==> src/hdl/aees_pkg.sv <==
`default_nettype none

package aees_pkg;

    localparam int unsigned BYTE_W      = 8;
    localparam int unsigned MVOL_W      = 4;
    localparam int unsigned QUEUE_DEPTH = 4;
    localparam int unsigned IN_DATA_W   = 80;
    localparam int unsigned OUT_DATA_W  = 48;

    localparam int unsigned ST_START_BIT = 7;
    localparam int unsigned ST_STOP_BIT  = 6;
    localparam int unsigned ST_ECHO_BIT  = 2;

    localparam logic [7:0] ST_ACTIVE_MASK = 8'hC7;
    localparam logic [7:0] ST_PHASE_MASK  = 8'h03;
    localparam logic [7:0] ST_ECHO_MASK   = 8'h04;
    localparam logic [7:0] ST_KILLED      = 8'h00;
    localparam logic [7:0] ATTACK_LIMIT   = 8'hFE;
    localparam logic [7:0] ENV_FULL       = 8'hFF;

    localparam logic [1:0] PH_ATTACK  = 2'd3;
    localparam logic [1:0] PH_DECAY   = 2'd2;
    localparam logic [1:0] PH_SUSTAIN = 2'd1;

    typedef enum logic [2:0] {
        OP_PASS,
        OP_KILL,
        OP_HOLD,
        OP_ATTACK,
        OP_DECAY,
        OP_RELEASE
    } t_op;

    typedef struct packed {
        t_op        op;
        logic       started;
        logic [7:0] status;
        logic [7:0] envelope;
        logic [7:0] attack_rate;
        logic [7:0] decay_rate;
        logic [7:0] sustain_level;
        logic [7:0] release_rate;
        logic [7:0] echo_level;
        logic [7:0] echo_count;
        logic [7:0] right_pan;
        logic [7:0] left_pan;
    } t_item;

endpackage

`default_nettype wire

==> src/hdl/aees_front.sv <==
`default_nettype none

module aees_front (
    input  wire                                i_clk,
    input  wire                                i_rst_n,
    input  wire                                s_axis_tvalid,
    output logic                               s_axis_tready,
    input  wire  [aees_pkg::IN_DATA_W-1:0]     s_axis_tdata,
    output logic                               o_push,
    output aees_pkg::t_item                    o_item,
    input  wire                                i_full
);
    import aees_pkg::*;

    logic       r_valid;
    t_item      r_item;
    t_item      n_item;
    logic [7:0] st;
    logic [7:0] cnt_dec;

    always_comb begin
        st      = s_axis_tdata[7:0];
        cnt_dec = s_axis_tdata[63:56] - 8'd1;

        n_item               = '0;
        n_item.op            = OP_PASS;
        n_item.started       = 1'b0;
        n_item.status        = st;
        n_item.envelope      = s_axis_tdata[15:8];
        n_item.attack_rate   = s_axis_tdata[23:16];
        n_item.decay_rate    = s_axis_tdata[31:24];
        n_item.sustain_level = s_axis_tdata[39:32];
        n_item.release_rate  = s_axis_tdata[47:40];
        n_item.echo_level    = s_axis_tdata[55:48];
        n_item.echo_count    = s_axis_tdata[63:56];
        n_item.right_pan     = s_axis_tdata[71:64];
        n_item.left_pan      = s_axis_tdata[79:72];

        if ((st & ST_ACTIVE_MASK) != 8'd0) begin
            if (st[ST_START_BIT]) begin
                if (st[ST_STOP_BIT]) begin
                    n_item.op = OP_KILL;
                end else begin
                    n_item.op       = OP_ATTACK;
                    n_item.started  = 1'b1;
                    n_item.status   = {6'd0, PH_ATTACK};
                    n_item.envelope = 8'd0;
                end
            end else if (st[ST_ECHO_BIT]) begin
                n_item.echo_count = cnt_dec;
                if (s_axis_tdata[63:56] == 8'd0 || cnt_dec == 8'd0) begin
                    n_item.op = OP_KILL;
                end else begin
                    n_item.op = OP_HOLD;
                end
            end else if (st[ST_STOP_BIT]) begin
                n_item.op = OP_RELEASE;
            end else if (st[1:0] == PH_DECAY) begin
                n_item.op = OP_DECAY;
            end else if (st[1:0] == PH_ATTACK) begin
                n_item.op = OP_ATTACK;
            end else begin
                n_item.op = OP_HOLD;
            end
        end
    end

    assign s_axis_tready = !r_valid || !i_full;
    assign o_push        = r_valid && !i_full;
    assign o_item        = r_item;

    always_ff @(posedge i_clk) begin
        if (!i_rst_n) begin
            r_valid <= 1'b0;
        end else if (s_axis_tready) begin
            r_valid <= s_axis_tvalid;
        end
    end

    always_ff @(posedge i_clk) begin
        if (s_axis_tready && s_axis_tvalid) begin
            r_item <= n_item;
        end
    end

endmodule

`default_nettype wire

==> src/hdl/aees_queue.sv <==
`default_nettype none

module aees_queue #(
    parameter int unsigned DEPTH = aees_pkg::QUEUE_DEPTH
) (
    input  wire              i_clk,
    input  wire              i_rst_n,
    input  wire              i_push,
    input  aees_pkg::t_item  i_item,
    output logic             o_full,
    input  wire              i_pop,
    output logic             o_valid,
    output aees_pkg::t_item  o_item
);
    import aees_pkg::*;

    localparam int unsigned PW = (DEPTH > 1) ? $clog2(DEPTH) : 1;
    localparam int unsigned CW = $clog2(DEPTH + 1);

    t_item          r_mem [DEPTH];
    logic [PW-1:0]  r_wr_ptr;
    logic [PW-1:0]  r_rd_ptr;
    logic [CW-1:0]  r_count;
    logic           do_push;
    logic           do_pop;

    assign o_full  = (r_count == CW'(DEPTH));
    assign o_valid = (r_count != '0);
    assign o_item  = r_mem[r_rd_ptr];
    assign do_push = i_push && !o_full;
    assign do_pop  = i_pop && o_valid;

    always_ff @(posedge i_clk) begin
        if (!i_rst_n) begin
            r_wr_ptr <= '0;
            r_rd_ptr <= '0;
            r_count  <= '0;
        end else begin
            if (do_push) begin
                r_wr_ptr <= (r_wr_ptr == PW'(DEPTH - 1)) ? '0 : r_wr_ptr + PW'(1);
            end
            if (do_pop) begin
                r_rd_ptr <= (r_rd_ptr == PW'(DEPTH - 1)) ? '0 : r_rd_ptr + PW'(1);
            end
            if (do_push && !do_pop) begin
                r_count <= r_count + CW'(1);
            end else if (do_pop && !do_push) begin
                r_count <= r_count - CW'(1);
            end
        end
    end

    always_ff @(posedge i_clk) begin
        if (do_push) begin
            r_mem[r_wr_ptr] <= i_item;
        end
    end

`ifndef SYNTH
    a_count_bound: assert property (@(posedge i_clk) disable iff (!i_rst_n)
        r_count <= CW'(DEPTH))
        else $error("queue fill count above depth");
    a_no_push_full: assert property (@(posedge i_clk) disable iff (!i_rst_n)
        !(i_push && o_full))
        else $error("beat pushed into a full queue");
    a_count_track: assert property (@(posedge i_clk) disable iff (!i_rst_n)
        (do_push && !do_pop) |=> (r_count == $past(r_count) + CW'(1)))
        else $error("queue fill count lost a beat");
`endif

endmodule

`default_nettype wire

==> src/hdl/aees_back.sv <==
`default_nettype none

module aees_back (
    input  wire                                i_clk,
    input  wire                                i_rst_n,
    input  wire  [aees_pkg::MVOL_W-1:0]        i_master_volume,
    input  wire                                i_valid,
    input  aees_pkg::t_item                    i_item,
    output logic                               o_pop,
    output logic                               m_axis_tvalid,
    input  wire                                m_axis_tready,
    output logic [aees_pkg::OUT_DATA_W-1:0]    m_axis_tdata
);
    import aees_pkg::*;

    typedef struct packed {
        logic [7:0] status;
        logic [7:0] envelope;
        logic [7:0] echo_count;
        logic [7:0] right_pan;
        logic [7:0] left_pan;
        logic       mute;
        logic       started;
    } t_stage;

    logic       r_v1, r_v2, r_v3;
    t_stage     r_s1, r_s2, n_s1;
    logic [7:0] r_scaled2;
    logic [7:0] r_right3, r_left3;
    logic [7:0] r_status3, r_env3, r_cnt3;
    logic       r_started3, r_mute3;
    logic       en1, en2, en3;

    logic [7:0]  rate;
    logic [15:0] prod;
    logic [7:0]  scaled_env;
    logic [8:0]  att_sum;
    logic        to_echo;
    logic [12:0] vol_prod;
    logic [15:0] right_prod, left_prod;

    assign en3   = !r_v3 || m_axis_tready;
    assign en2   = !r_v2 || en3;
    assign en1   = !r_v1 || en2;
    assign o_pop = en1 && i_valid;

    always_comb begin
        rate       = (i_item.op == OP_RELEASE) ? i_item.release_rate : i_item.decay_rate;
        prod       = i_item.envelope * rate;
        scaled_env = prod[15:8];
        att_sum    = {1'b0, i_item.envelope} + {1'b0, i_item.attack_rate};
        to_echo    = 1'b0;

        n_s1.status     = i_item.status;
        n_s1.envelope   = i_item.envelope;
        n_s1.echo_count = i_item.echo_count;
        n_s1.right_pan  = i_item.right_pan;
        n_s1.left_pan   = i_item.left_pan;
        n_s1.mute       = 1'b0;
        n_s1.started    = i_item.started;

        unique case (i_item.op)
            OP_PASS: begin
                n_s1.mute = 1'b1;
            end
            OP_KILL: begin
                n_s1.mute   = 1'b1;
                n_s1.status = ST_KILLED;
            end
            OP_HOLD: begin
            end
            OP_ATTACK: begin
                if (att_sum > {1'b0, ATTACK_LIMIT}) begin
                    n_s1.status   = (i_item.status & ~ST_PHASE_MASK) | {6'd0, PH_DECAY};
                    n_s1.envelope = ENV_FULL;
                end else begin
                    n_s1.envelope = att_sum[7:0];
                end
            end
            OP_DECAY: begin
                n_s1.envelope = scaled_env;
                if (scaled_env <= i_item.sustain_level) begin
                    if (i_item.sustain_level == 8'd0) begin
                        to_echo = 1'b1;
                    end else begin
                        n_s1.status = (i_item.status & ~ST_PHASE_MASK)
                                    | {6'd0, PH_SUSTAIN};
                        n_s1.envelope = i_item.sustain_level;
                    end
                end
            end
            OP_RELEASE: begin
                n_s1.envelope = scaled_env;
                to_echo       = (scaled_env <= i_item.echo_level);
            end
            default: begin
                n_s1.mute = 1'b1;
            end
        endcase

        if (to_echo) begin
            if (i_item.echo_level == 8'd0) begin
                n_s1.mute     = 1'b1;
                n_s1.status   = ST_KILLED;
                n_s1.envelope = i_item.envelope;
            end else begin
                n_s1.status   = i_item.status | ST_ECHO_MASK;
                n_s1.envelope = i_item.echo_level;
            end
        end
    end

    assign vol_prod   = r_s1.envelope * ({1'b0, i_master_volume} + 5'd1);
    assign right_prod = r_scaled2 * r_s2.right_pan;
    assign left_prod  = r_scaled2 * r_s2.left_pan;

    always_ff @(posedge i_clk) begin
        if (!i_rst_n) begin
            r_v1 <= 1'b0;
            r_v2 <= 1'b0;
            r_v3 <= 1'b0;
        end else begin
            if (en1) begin
                r_v1 <= i_valid;
            end
            if (en2) begin
                r_v2 <= r_v1;
            end
            if (en3) begin
                r_v3 <= r_v2;
            end
        end
    end

    always_ff @(posedge i_clk) begin
        if (en1 && i_valid) begin
            r_s1 <= n_s1;
        end
        if (en2 && r_v1) begin
            r_s2      <= r_s1;
            r_scaled2 <= vol_prod[11:4];
        end
        if (en3 && r_v2) begin
            r_status3  <= r_s2.status;
            r_env3     <= r_s2.envelope;
            r_cnt3     <= r_s2.echo_count;
            r_started3 <= r_s2.started;
            r_mute3    <= r_s2.mute;
            r_right3   <= r_s2.mute ? 8'd0 : right_prod[15:8];
            r_left3    <= r_s2.mute ? 8'd0 : left_prod[15:8];
        end
    end

    assign m_axis_tvalid = r_v3;
    assign m_axis_tdata  = {7'd0, r_started3, r_left3, r_right3, r_cnt3, r_env3, r_status3};

`ifndef SYNTH
    a_mute_levels: assert property (@(posedge i_clk) disable iff (!i_rst_n)
        (r_v3 && r_mute3) |-> (r_right3 == 8'd0 && r_left3 == 8'd0))
        else $error("silenced voice gave a non-zero level");
    a_start_phase: assert property (@(posedge i_clk) disable iff (!i_rst_n)
        (r_v3 && r_started3) |->
            (r_status3 == {6'd0, PH_ATTACK} || r_status3 == {6'd0, PH_DECAY}))
        else $error("note start left a stray status");
    a_stage2_hold: assert property (@(posedge i_clk) disable iff (!i_rst_n)
        (r_v2 && !en3) |=> r_v2)
        else $error("stalled beat dropped from stage two");
`endif

endmodule

`default_nettype wire

==> src/hdl/adsr_echo_envelope_step_core.sv <==
`default_nettype none

// Envelope step for one sound voice: each input beat is one voice record for
// one frame, and each output beat is the updated record with its two stereo
// levels. The core takes one beat per clock cycle when the output side keeps
// up; a beat passes through an input register, a small queue and a three
// stage back end (rate multiply, master volume scaling, pan scaling) before it
// appears at the output.
// The master volume register is written from the configuration port and must
// only change while no beat is in flight.
module adsr_echo_envelope_step_core #(
    parameter int unsigned QUEUE_DEPTH = aees_pkg::QUEUE_DEPTH
) (
    input  wire                                i_clk,
    input  wire                                i_rst_n,
    input  wire                                i_cfg_wr_en,
    input  wire  [aees_pkg::MVOL_W-1:0]        i_cfg_wr_data,
    input  wire                                s_axis_tvalid,
    output logic                               s_axis_tready,
    // voice_status, envelope_level, attack_rate, decay_rate, sustain_level,
    // release_rate, echo_level, echo_count, right_pan, left_pan
    input  wire  [aees_pkg::IN_DATA_W-1:0]     s_axis_tdata,
    output logic                               m_axis_tvalid,
    input  wire                                m_axis_tready,
    // new_status, new_envelope, new_echo_count, right_level, left_level,
    // note_started, zero padding
    output logic [aees_pkg::OUT_DATA_W-1:0]    m_axis_tdata
);
    import aees_pkg::*;

    logic [MVOL_W-1:0] r_master_volume;
    logic              push, full, pop, q_valid;
    t_item             front_item, queue_item;

    always_ff @(posedge i_clk) begin
        if (!i_rst_n) begin
            r_master_volume <= {MVOL_W{1'b1}};
        end else if (i_cfg_wr_en) begin
            r_master_volume <= i_cfg_wr_data;
        end
    end

    aees_front u_front (
        .i_clk         (i_clk),
        .i_rst_n       (i_rst_n),
        .s_axis_tvalid (s_axis_tvalid),
        .s_axis_tready (s_axis_tready),
        .s_axis_tdata  (s_axis_tdata),
        .o_push        (push),
        .o_item        (front_item),
        .i_full        (full)
    );

    aees_queue #(
        .DEPTH (QUEUE_DEPTH)
    ) u_queue (
        .i_clk   (i_clk),
        .i_rst_n (i_rst_n),
        .i_push  (push),
        .i_item  (front_item),
        .o_full  (full),
        .i_pop   (pop),
        .o_valid (q_valid),
        .o_item  (queue_item)
    );

    aees_back u_back (
        .i_clk           (i_clk),
        .i_rst_n         (i_rst_n),
        .i_master_volume (r_master_volume),
        .i_valid         (q_valid),
        .i_item          (queue_item),
        .o_pop           (pop),
        .m_axis_tvalid   (m_axis_tvalid),
        .m_axis_tready   (m_axis_tready),
        .m_axis_tdata    (m_axis_tdata)
    );

endmodule

`default_nettype wire
==> config.mk <==
export PLATFORM = sky130hd
export DESIGN_NAME = adsr_echo_envelope_step_core
export DESIGN_NICKNAME = d
export VERILOG_FILES = /design/src/hdl/aees_pkg.sv /design/src/hdl/aees_front.sv /design/src/hdl/aees_queue.sv /design/src/hdl/aees_back.sv /design/src/hdl/adsr_echo_envelope_step_core.sv
export SDC_FILE = /design/constraint.sdc
export NUM_CORES = 1
export LEC_CHECK = 0
export BUFFER_PORTS_ARGS = -buffer_cell sky130_fd_sc_hd__buf_2
export CAP_MARGIN = 0
export CORE_MARGIN = 4
export CORE_UTILIZATION = 40
export DETAILED_ROUTE_END_ITERATION = 8
export PLACE_DENSITY = 0.59
export SLEW_MARGIN = 40
export SYNTH_ARGS = -nofsm -noshare
export SYNTH_HDL_FRONTEND = slang
export SYNTH_HIERARCHICAL = 1
export SYNTH_SLANG_ARGS = --single-unit
==> constraint.sdc <==
create_clock -name i_clk -period 8.91 [get_ports i_clk]
set_input_delay 0.891 -clock i_clk [delete_from_list [all_inputs] [get_ports i_clk]]
set_output_delay 0.891 -clock i_clk [all_outputs]
set_load 0.02 [all_outputs]
# Word level (Yosys, flattened, before mapping)
# Memory sizes are Yosys's and may differ from the RTL's. A register that Yosys moved wholly into a read port is not among the register bits.
# Index checks and enable logic that the tools add are counted.
# Widths: inputs -> output; s select.
word_totals:
  reg_bits: 232
  ramBits: 336
  input_bits: 89
  output_inout_bits: 50
  wordCells: 132
  mem_count: 1
mem_list:
  columns: ["name", "words", "word_bits", "read_ports", "rd_clocked_by_memory_dff", "wr", "line_no", "source"]
  rows:
  - ["u_queue.r_mem", 4, 84, 1, 1, 1, "aees_queue.sv:20", "t_item r_mem [DEPTH];"]
op_classes:
  n_addsub: 7
  n_mul: 4
  magnitude_cmp: 3
  eq_ne: 10
  n_mux: 36
  n_reduce_logical: 30
op_table:
  columns: ["operator", "count"]
  rows:
  - ["$mux 16", 4]
  - ["$mul 8x8->16", 3]
  - ["$pmux 8 s3", 2]
  - ["$mux 8", 5]
  - ["$logic_not 8->1", 4]
  - ["$mux 10", 2]
  - ["$mux 3", 6]
  - ["$mux 17", 1]
  - ["$le 8x8->1", 2]
  - ["$mux 2", 7]
  - ["$mul 8x13->12", 1]
  - ["$add 8x8->9", 1]
  - ["$eq 3x3->1 const B", 3]
  - ["$gt 9x8->1 const B", 1]
  - ["$logic_and 1x1->1", 9]
  - ["$eq 2x2->1 const B", 4]
  - ["$mux 1", 8]
  - ["$reduce_bool 8->1", 1]
  - ["$sub 8x1->8 const B", 1]
  - ["$logic_not 1->1", 7]
  - ["$eq 3x2->1 const B", 2]
  - ["$add 4x1->5 const B", 1]
  - ["$logic_or 1x1->1", 5]
  - ["$add 2x1->2 const B", 2]
  - ["8 further kinds", 8]

# Longest topological paths before layout
# Gate-level depths: netlist of the first run.
depth:
  word_depth: 9
  ltp_mapped: 30
  mapped_depth_nobuf: 27

# Cells and area by module
# The synthesis of the first run kept the hierarchy.
by_module_without_submodules:
  columns: ["module", "n_inst", "cells_per_inst", "area_per_inst_um2", "seq_area_each_um2"]
  rows:
  - ["aees_queue", 1, 489, 12594.6, 10269.8]
  - ["aees_back", 1, 1177, 12469.5, 4053.9]
  - ["aees_front", 1, 149, 2927.8, 2542.4]
  - ["adsr_echo_envelope_step_core", 1, 13, 140.1, 80.1]

# Least setup slack after synthesis of the first run
# OpenSTA, ideal clock, no wires.
synth_path:
  path_type: "flip-flop to flip-flop"
  startpoint: "reg with a tool-made name"
  endpoint: "reg u_back/r_s1[26] (netlist bit) (data pin)"
  setup_ns: 0.280
  t_arrival_ns: 7.179
  required_time_ns: 8.630
  slack_ns: 1.451
  stages_incl_launch_ff: 29
  n_path_buf: 2
  synth_period_minus_slack_ns: 7.459
  path_cell_list: "dfxtp_1 buf_4 mux4_2 nand3b_1 buf_6 mux2i_1 nor2b_1 fa_1 inv_1 fa_1 inv_1 fa_1 fa_1 ha_1 nand4_1 nor2_1 nand4_4 a21bo_2 a21oi_1 nor2_1 xnor2_1 ha_1 nand4_1 nand2b_1 a21oi_1 nor3_1 or3b_1 a2111oi_0 a22oi_1"
synth_rtl:
  columns: ["element", "line_no", "source"]
  rows:
  - ["end signal, assigned", "aees_back.sv:137", "r_s1 <= n_s1;"]
  - ["end, declared", "aees_back.sv:27", "t_stage r_s1, r_s2, n_s1;"]

==> reports/qor.csv, run 1 <==
stage,metric,value,unit
timing,clock skew,0.0177,ns
synth,Post-synth top cells,"edfxtp_1, inv_1, ha_1, fa_1, and2_1",
synth,Post-synth EDFFs,553,
clock_tree,cts bufs inserted,60,
synth,Synth area leader,edfxtp_1,
synth,"Seq/Total Area, Yosys",0.602,
grt,total grt overflow,0,
timing,maximum clock rate,0.123,GHz
routing,"antenna viol nets, final",0,
clock_tree,TritonCTS clock tree,built,
timing,Final Critical Period,8.10,ns
worst_setup_path,"Req. time, crit path",9.24,ns
grt,GRT Util Overall,0.162,
routing,DR DRC count,0,
routing,Iter 0 DRT Violations,755,
timing,Final Cycle Share,0.909,
timing,final-report max-slew violation count,0,
final_layout,area delta synth->final,13.6,%
clock_tree,H-Tree Level Count,2,
timing,Worst Tran Pin Value,0.781,ns
worst_setup_path,r2r setup slk,0.81,ns
floorplan,die width,273,µm
clock_tree,Clock Pin Slew Worst Setup and Hold Paths,0.06,ns
floorplan,Core Region,69200,µm²
clock_tree,Worst-Skew Late Latency,0.61,ns
hold_path,hold_sp,u_back/r_s1[14]$_DFFE_PP_,
routing,via-per-instance ratio,5.02,
worst_setup_path,CP Capture Type,register,
worst_setup_path,crit path max-delay cell type,mux4_2,
synth,YS warnings,6,
synth,Seq cells post-synth,570,
flow_run,max_cap viols,0,
floorplan,IO Count,139,
floorplan,Die Y,273,µm
routing,vias,14975,
grt,vias in the first global route,16191,
grt,largest net degree at the start of global routing,52,
worst_setup_path,crit path DAT,8.43,ns
floorplan,num rows,96,
routing,Total Wirelength,59500,µm
synth,Mapped Cells,1828,
timing,hold_ws,0.413,ns
floorplan,Initial Util,0.407,
timing,Final Hold Viols,0,
worst_setup_path,CP Max Fanout,27,
worst_setup_path,CP Launch Type,register,
synth,Synth top area share,0.590,
synth,Post-synth ARST share,0,
timing,Setup TNS,0,ns
clock_tree,Sinks on Clock Net,570,
grt,global-route wire length before repair,93400,µm
synth,Synth cell types,68,
synth,syn_area_per_cell,15.4,µm²
final_layout,Final #Nets,2362,
placed_design,dpl hpwl,42100,µm
placed_design,Buffers on Ports,131,
hold_path,hold crit path type,register to register,
worst_setup_path,Crit path largest cell delay,0.57,ns
clock_tree,Clock Path Buffers,3,
clock_tree,CTS root buffer,clkbuf_16,
clock_tree,post-CTS resize count,0,
worst_setup_path,capture point of the worst reg-to-reg path,u_back/r_s1[26]$_DFFE_PP_,
worst_setup_path,Reg2Reg Depth,27,
grt,initial antenna violation count,2,
clock_tree,post-CTS setup buffers,0,
synth,Post-Syn Area,28100,µm²
timing,RSZ-0062 raised after global routing,no,
hold_path,worst-case hold path end point,u_back/r_s2[14]$_DFFE_PP_,
routing,drt pass-1 iters,4,
status,outcome,"complete, no violations",
floorplan,DIE AREA,74600,µm²
hold_path,worst hold path depth,0,
final_layout,layout cells sized above 1,0.174,
worst_setup_path,crit-path most repeated cell,fa_1,
placed_design,Placer Congestion,0.861,
timing,final setup vio count,0,
synth,"Top FF cell, synth",edfxtp_1,
worst_setup_path,crit path kind,register to register,
synth,top-count cell post-synth,edfxtp_1,
timing,Slew headroom,0.479,
clock_tree,cts hold-fix bufs,0,
synth,dominant cells by area after synthesis,"edfxtp_1, fa_1, mux4_2, ha_1, and2_1",
routing,mean routed wirelength per cell,20.0,µm
per-layer routing:
metal	global-route usage	vias up	part of all wire
met5	0	-	0
met3	0.0224	73	0.035
met1	0.214	7639	0.44
li1	-	6981	-
met2	0.285	282	0.51
met4	0.0384	0	0.019
stage by stage:
stage	util	setup WS, ns	instance area, µm²	std cells
after floorplan	-	1.45	28200	1834
after global placement	0.432	0.738	29900	2867
after detailed placement	0.432	0.745	29900	2867
after CTS	0.461	0.728	31900	2980
after global routing	0.462	0.227	31900	2981
final	0.462	0.810	31900	2982
worst max-delay path by stage:
stage | start | end | cells after the start
after floorplan | register | u_back/r_s1[26]$_DFFE_PP_ | 28
after global placement | register | u_back/r_s1[37]$_DFFE_PP_ | 27
after detailed placement | register | u_back/r_s1[26]$_DFFE_PP_ | 25
after CTS | register | u_back/r_s1[26]$_DFFE_PP_ | 25
after global routing | register | u_back/r_s1[26]$_DFFE_PP_ | 27
final | register | u_back/r_s1[26]$_DFFE_PP_ | 27
cell usage in the layout (no fill, tap or decap), drive strengths merged, types with 5 or more instances in the layout:
cell type | synthesis | layout
a211oi | 12 | 12
a21o | 11 | 11
a21oi | 38 | 38
and2 | 122 | 122
buf | 32 | 153
bufinv | 0 | 8
clkbuf | 18 | 72
clkinv | 0 | 23
clkinvlp | 0 | 6
conb | 1 | 7
dfxtp | 17 | 17
edfxtp | 553 | 553
fa | 123 | 123
ha | 151 | 151
inv | 195 | 199
mux2 | 5 | 5
mux2i | 12 | 12
mux4 | 84 | 84
nand2 | 121 | 121
nand2b | 19 | 19
nand3 | 15 | 15
nand4 | 8 | 8
nor2 | 58 | 58
nor2b | 39 | 39
nor3 | 19 | 19
nor4 | 6 | 6
o21a | 11 | 11
o21ai | 30 | 30
o21bai | 5 | 5
o31ai | 11 | 11
or3 | 8 | 8
xnor2 | 25 | 25
xor2 | 15 | 15
cell families after synthesis:
family          share of synthesized area
fa+ha+maj                           0.155
buf+inv                            0.0366
other cells                      0.000133
mux                                0.0741
flops                               0.602
compound gates                     0.0390
xor+xnor                           0.0125
simple gates                       0.0806
final cells by class:
| cell class | count | area, µm² |
|---|---|---|
| multi-input cells | 1019 | 10200 |
| repair buffers | 153 | 837 |
| diodes | 1 | 2.50 |
| well taps | 931 | 1160 |
| clock buffers | 72 | 1570 |
| flip-flops and latches | 570 | 17000 |
| clock inverters | 41 | 472 |
| fillers | 6122 | 37200 |
| inverters | 195 | 732 |
sequential cells by signal, indices dropped and copies added (netlist names), 3 cells and up, named ones only:
register and flops:
r_master_volume 4, u_back/r_cnt3 8, u_back/r_status3 8, u_back/r_right3 8, u_back/r_s1 42, u_back/r_env3 8, u_queue/r_count 3, u_back/r_scaled2 8
u_back/r_s2 42, u_front/o_item 84, u_queue/r_mem 336, u_back/r_left3 8
worst max-delay path, delay by kind of cell (launching register included):
kind,cells,cell delay [ns]
fa+ha+maj,6,2.62
flops,1,0.47
buf+inv,4,0.78
simple gates,7,1.12
xor+xnor,1,0.16
compound gates,7,1.92
mux,2,0.71
Power of run 1 is left out: the tool's default activity adds up to more than one toggle a clock period on the data nets, which glitch-free logic cannot reach.
==> run 2, diff against run 1 <==
--- a/config.mk
+++ b/config.mk
@@ -5,6 +5,7 @@
 export SDC_FILE = /design/constraint.sdc
 export NUM_CORES = 1
 export LEC_CHECK = 0
+export ABC_AREA = 1
 export BUFFER_PORTS_ARGS = -buffer_cell sky130_fd_sc_hd__buf_2
 export CAP_MARGIN = 0
 export CORE_MARGIN = 4
==> reports/qor.csv, run 2 <==
stage,metric,value,unit
synth,Synth Area in Compound Gates,0.0876,
synth,Post-synth EDFFs,553,
grt,initial antenna violation count,7,
timing,Final Cycle Share,0.918,
final_layout,"commonest non-fill, non-tap cell in the layout",edfxtp_1,
synth,Synth top area share,0.559,
worst_setup_path,CP Max Fanout,21,
final_layout,Non-Filler Instances,3713,
worst_setup_path,CP Capture Type,register,
final_layout,FILL cells,6682,
final_layout,Final #Nets,3063,
placed_design,Buffers on Ports,131,
synth,"Seq/Total Area, Yosys",0.570,
synth,Post-synth ARST share,0,
grt,total grt overflow,0,
synth,dominant cells by area after synthesis,"edfxtp_1, fa_1, ha_1, inv_1, nand2_1",
timing,Setup TNS,0,ns
worst_setup_path,"Req. time, crit path",9.41,ns
worst_setup_path,crit path max-delay cell type,fa_1,
clock_tree,post-CTS resize count,0,
worst_setup_path,crit-path most repeated cell,nand2_1,
floorplan,IO Count,139,
clock_tree,H-Tree Level Count,2,
status,outcome,"complete, no violations",
routing,via-per-instance ratio,4.99,
clock_tree,Clock Path Buffers,3,
flow_run,max_cap viols,0,
clock_tree,cts bufs inserted,59,
synth,Post-Syn Area,29700,µm²
timing,hold_ws,0.409,ns
synth,"Top FF cell, synth",edfxtp_1,
grt,met1 usage in global routing,0.237,
synth,top-count cell post-synth,edfxtp_1,
clock_tree,CTS root buffer,clkbuf_16,
floorplan,num rows,99,
grt,GR Util met2,0.291,
synth,xor/xnor share of the synthesized area,0.00737,
hold_path,hold_sp,u_back/r_s1[8]$_DFFE_PP_,
routing,vias,18520,
timing,Final Critical Period,8.18,ns
synth,largest family of logic cells by synthesized area,adder cells,
synth,syn_area_per_cell,11.6,µm²
synth,YS warnings,6,
final_layout,max FFs per register,336,
hold_path,hold crit path type,register to register,
routing,Iter 0 DRT Violations,1185,
floorplan,Die Y,281,µm
floorplan,Initial Util,0.405,
clock_tree,post-CTS setup buffers,0,
placed_design,dpl hpwl,46300,µm
timing,RSZ-0062 raised after global routing,no,
grt,Top Usage Layer GRT,met2,
synth,Post-synth top cells,"edfxtp_1, inv_1, nand2_1, nor2_1, o21ai_0",
synth,Synth cell types,49,
worst_setup_path,crit path DAT,8.67,ns
synth,Mapped Cells,2561,
synth,Seq cells post-synth,570,
clock_tree,TritonCTS clock tree,built,
timing,clock skew,0.0460,ns
placed_design,placed cell count,3598,
synth,Synth Area in Adders,0.146,
grt,met3 Use GR,0.0274,
timing,final setup vio count,0,
worst_setup_path,CP Launch Type,register,
final_layout,layout cells sized above 1,0.146,
grt,global-route wire length before repair,107000,µm
synth,mux contribution to synthesized area,0,
routing,drt pass-1 iters,5,
clock_tree,Clock Pin Slew Worst Setup and Hold Paths,0.06,ns
timing,Final Hold Viols,0,
timing,maximum clock rate,0.122,GHz
grt,largest net degree at the start of global routing,112,
clock_tree,cts hold-fix bufs,0,
synth,Synth area leader,edfxtp_1,
routing,DR DRC count,0,
placed_design,Placer Congestion,0.875,
floorplan,DIE AREA,78700,µm²
synth,Synth Area in Simple Gates,0.119,
floorplan,die width,281,µm
final_layout,area delta synth->final,12.2,%
clock_tree,Worst-Skew Late Latency,0.64,ns
routing,Total Wirelength,67400,µm
routing,"antenna viol nets, final",0,
clock_tree,Sinks on Clock Net,570,
final_layout,"commonest non-fill, non-tap cells in the layout","edfxtp_1, inv_1, nand2_1",
grt,vias in the first global route,18968,
worst_setup_path,Crit path largest cell delay,0.54,ns
routing,mean routed wirelength per cell,18.2,µm
final_layout,"Most flops, register",u_queue/r_mem,
grt,GRT Util Overall,0.173,
timing,final-report max-slew violation count,0,
worst_setup_path,crit path kind,register to register,
timing,Worst Tran Pin Value,0.847,ns
floorplan,Core Region,73300,µm²
timing,Slew headroom,0.435,
[run 2: changes by cell type after synthesis, moves of 40 or more]
cell and change:
nand2_1 +235, nor2_1 +212, inv_1 +190, o21ai_0 +136, and2_1 -118, mux4_2 -84, nor2_4 +44, o22ai_1 +44
o22ai_2 +40
[run 2: cell type report]
class                   count  area, µm²  area share
inverters                 394       1490      0.0448
diodes                      5       12.5    0.000375
clock inverters            30        330     0.00991
multi-input cells        1508      10800       0.324
well taps                 959       1200      0.0360
clock buffers              80       1590      0.0475
repair buffers            167        970      0.0291
flip-flops and latches    570      17000       0.508
[run 2: through the flow]
step | util | cell area, µm² | setup WS (ns)
after detailed placement | 0.428 | 31400 | 0.680
after floorplan | - | 29700 | 1.84
final | 0.455 | 33300 | 0.732
after global routing | 0.455 | 33300 | 0.134
after global placement | 0.428 | 31400 | 0.946
after CTS | 0.454 | 33300 | 0.661
[run 2: cell families after synthesis]
logic type	count (synthesis)
AO/OA/AOI/OAI	413
XOR/XNOR	25
other	1
AND/OR/NAND/NOR	789
flip-flops	570
buffers and inverters	489
adder cells (fa/ha/maj)	274
[run 2: final timing paths]
| kind | to | slack [ns] | cells after the start |
|---|---|---|---|
| setup / recovery | u_back/r_s1[40]$_DFFE_PP_ | 0.73 | 35 |
| hold / removal | u_back/r_s2[8]$_DFFE_PP_ | 0.41 | 0 |
| setup reg to reg | u_back/r_s1[40]$_DFFE_PP_ | 0.73 | 35 |
| hold reg to reg | u_back/r_s2[8]$_DFFE_PP_ | 0.41 | 0 |
[run 2: metal layers]
layer | wire (µm) | part of all wire
met3 | 3320 | 0.049
met5 | 13 | 0.00019
met2 | 32600 | 0.48
met1 | 30200 | 0.45
met4 | 1290 | 0.019
[run 2: worst max-delay path: cells and delay by family (launching register included)]
family                     cells  cell delay (ns)
adders and majority gates      6             2.63
and+or+nand+nor               14             2.08
AOI/OAI and AO/OA              7             1.35
buffers and inverters          7             1.15
DFF                            1             0.50
xor gates and xnor gates       1             0.29
Power of run 2 is left out for the same reason.
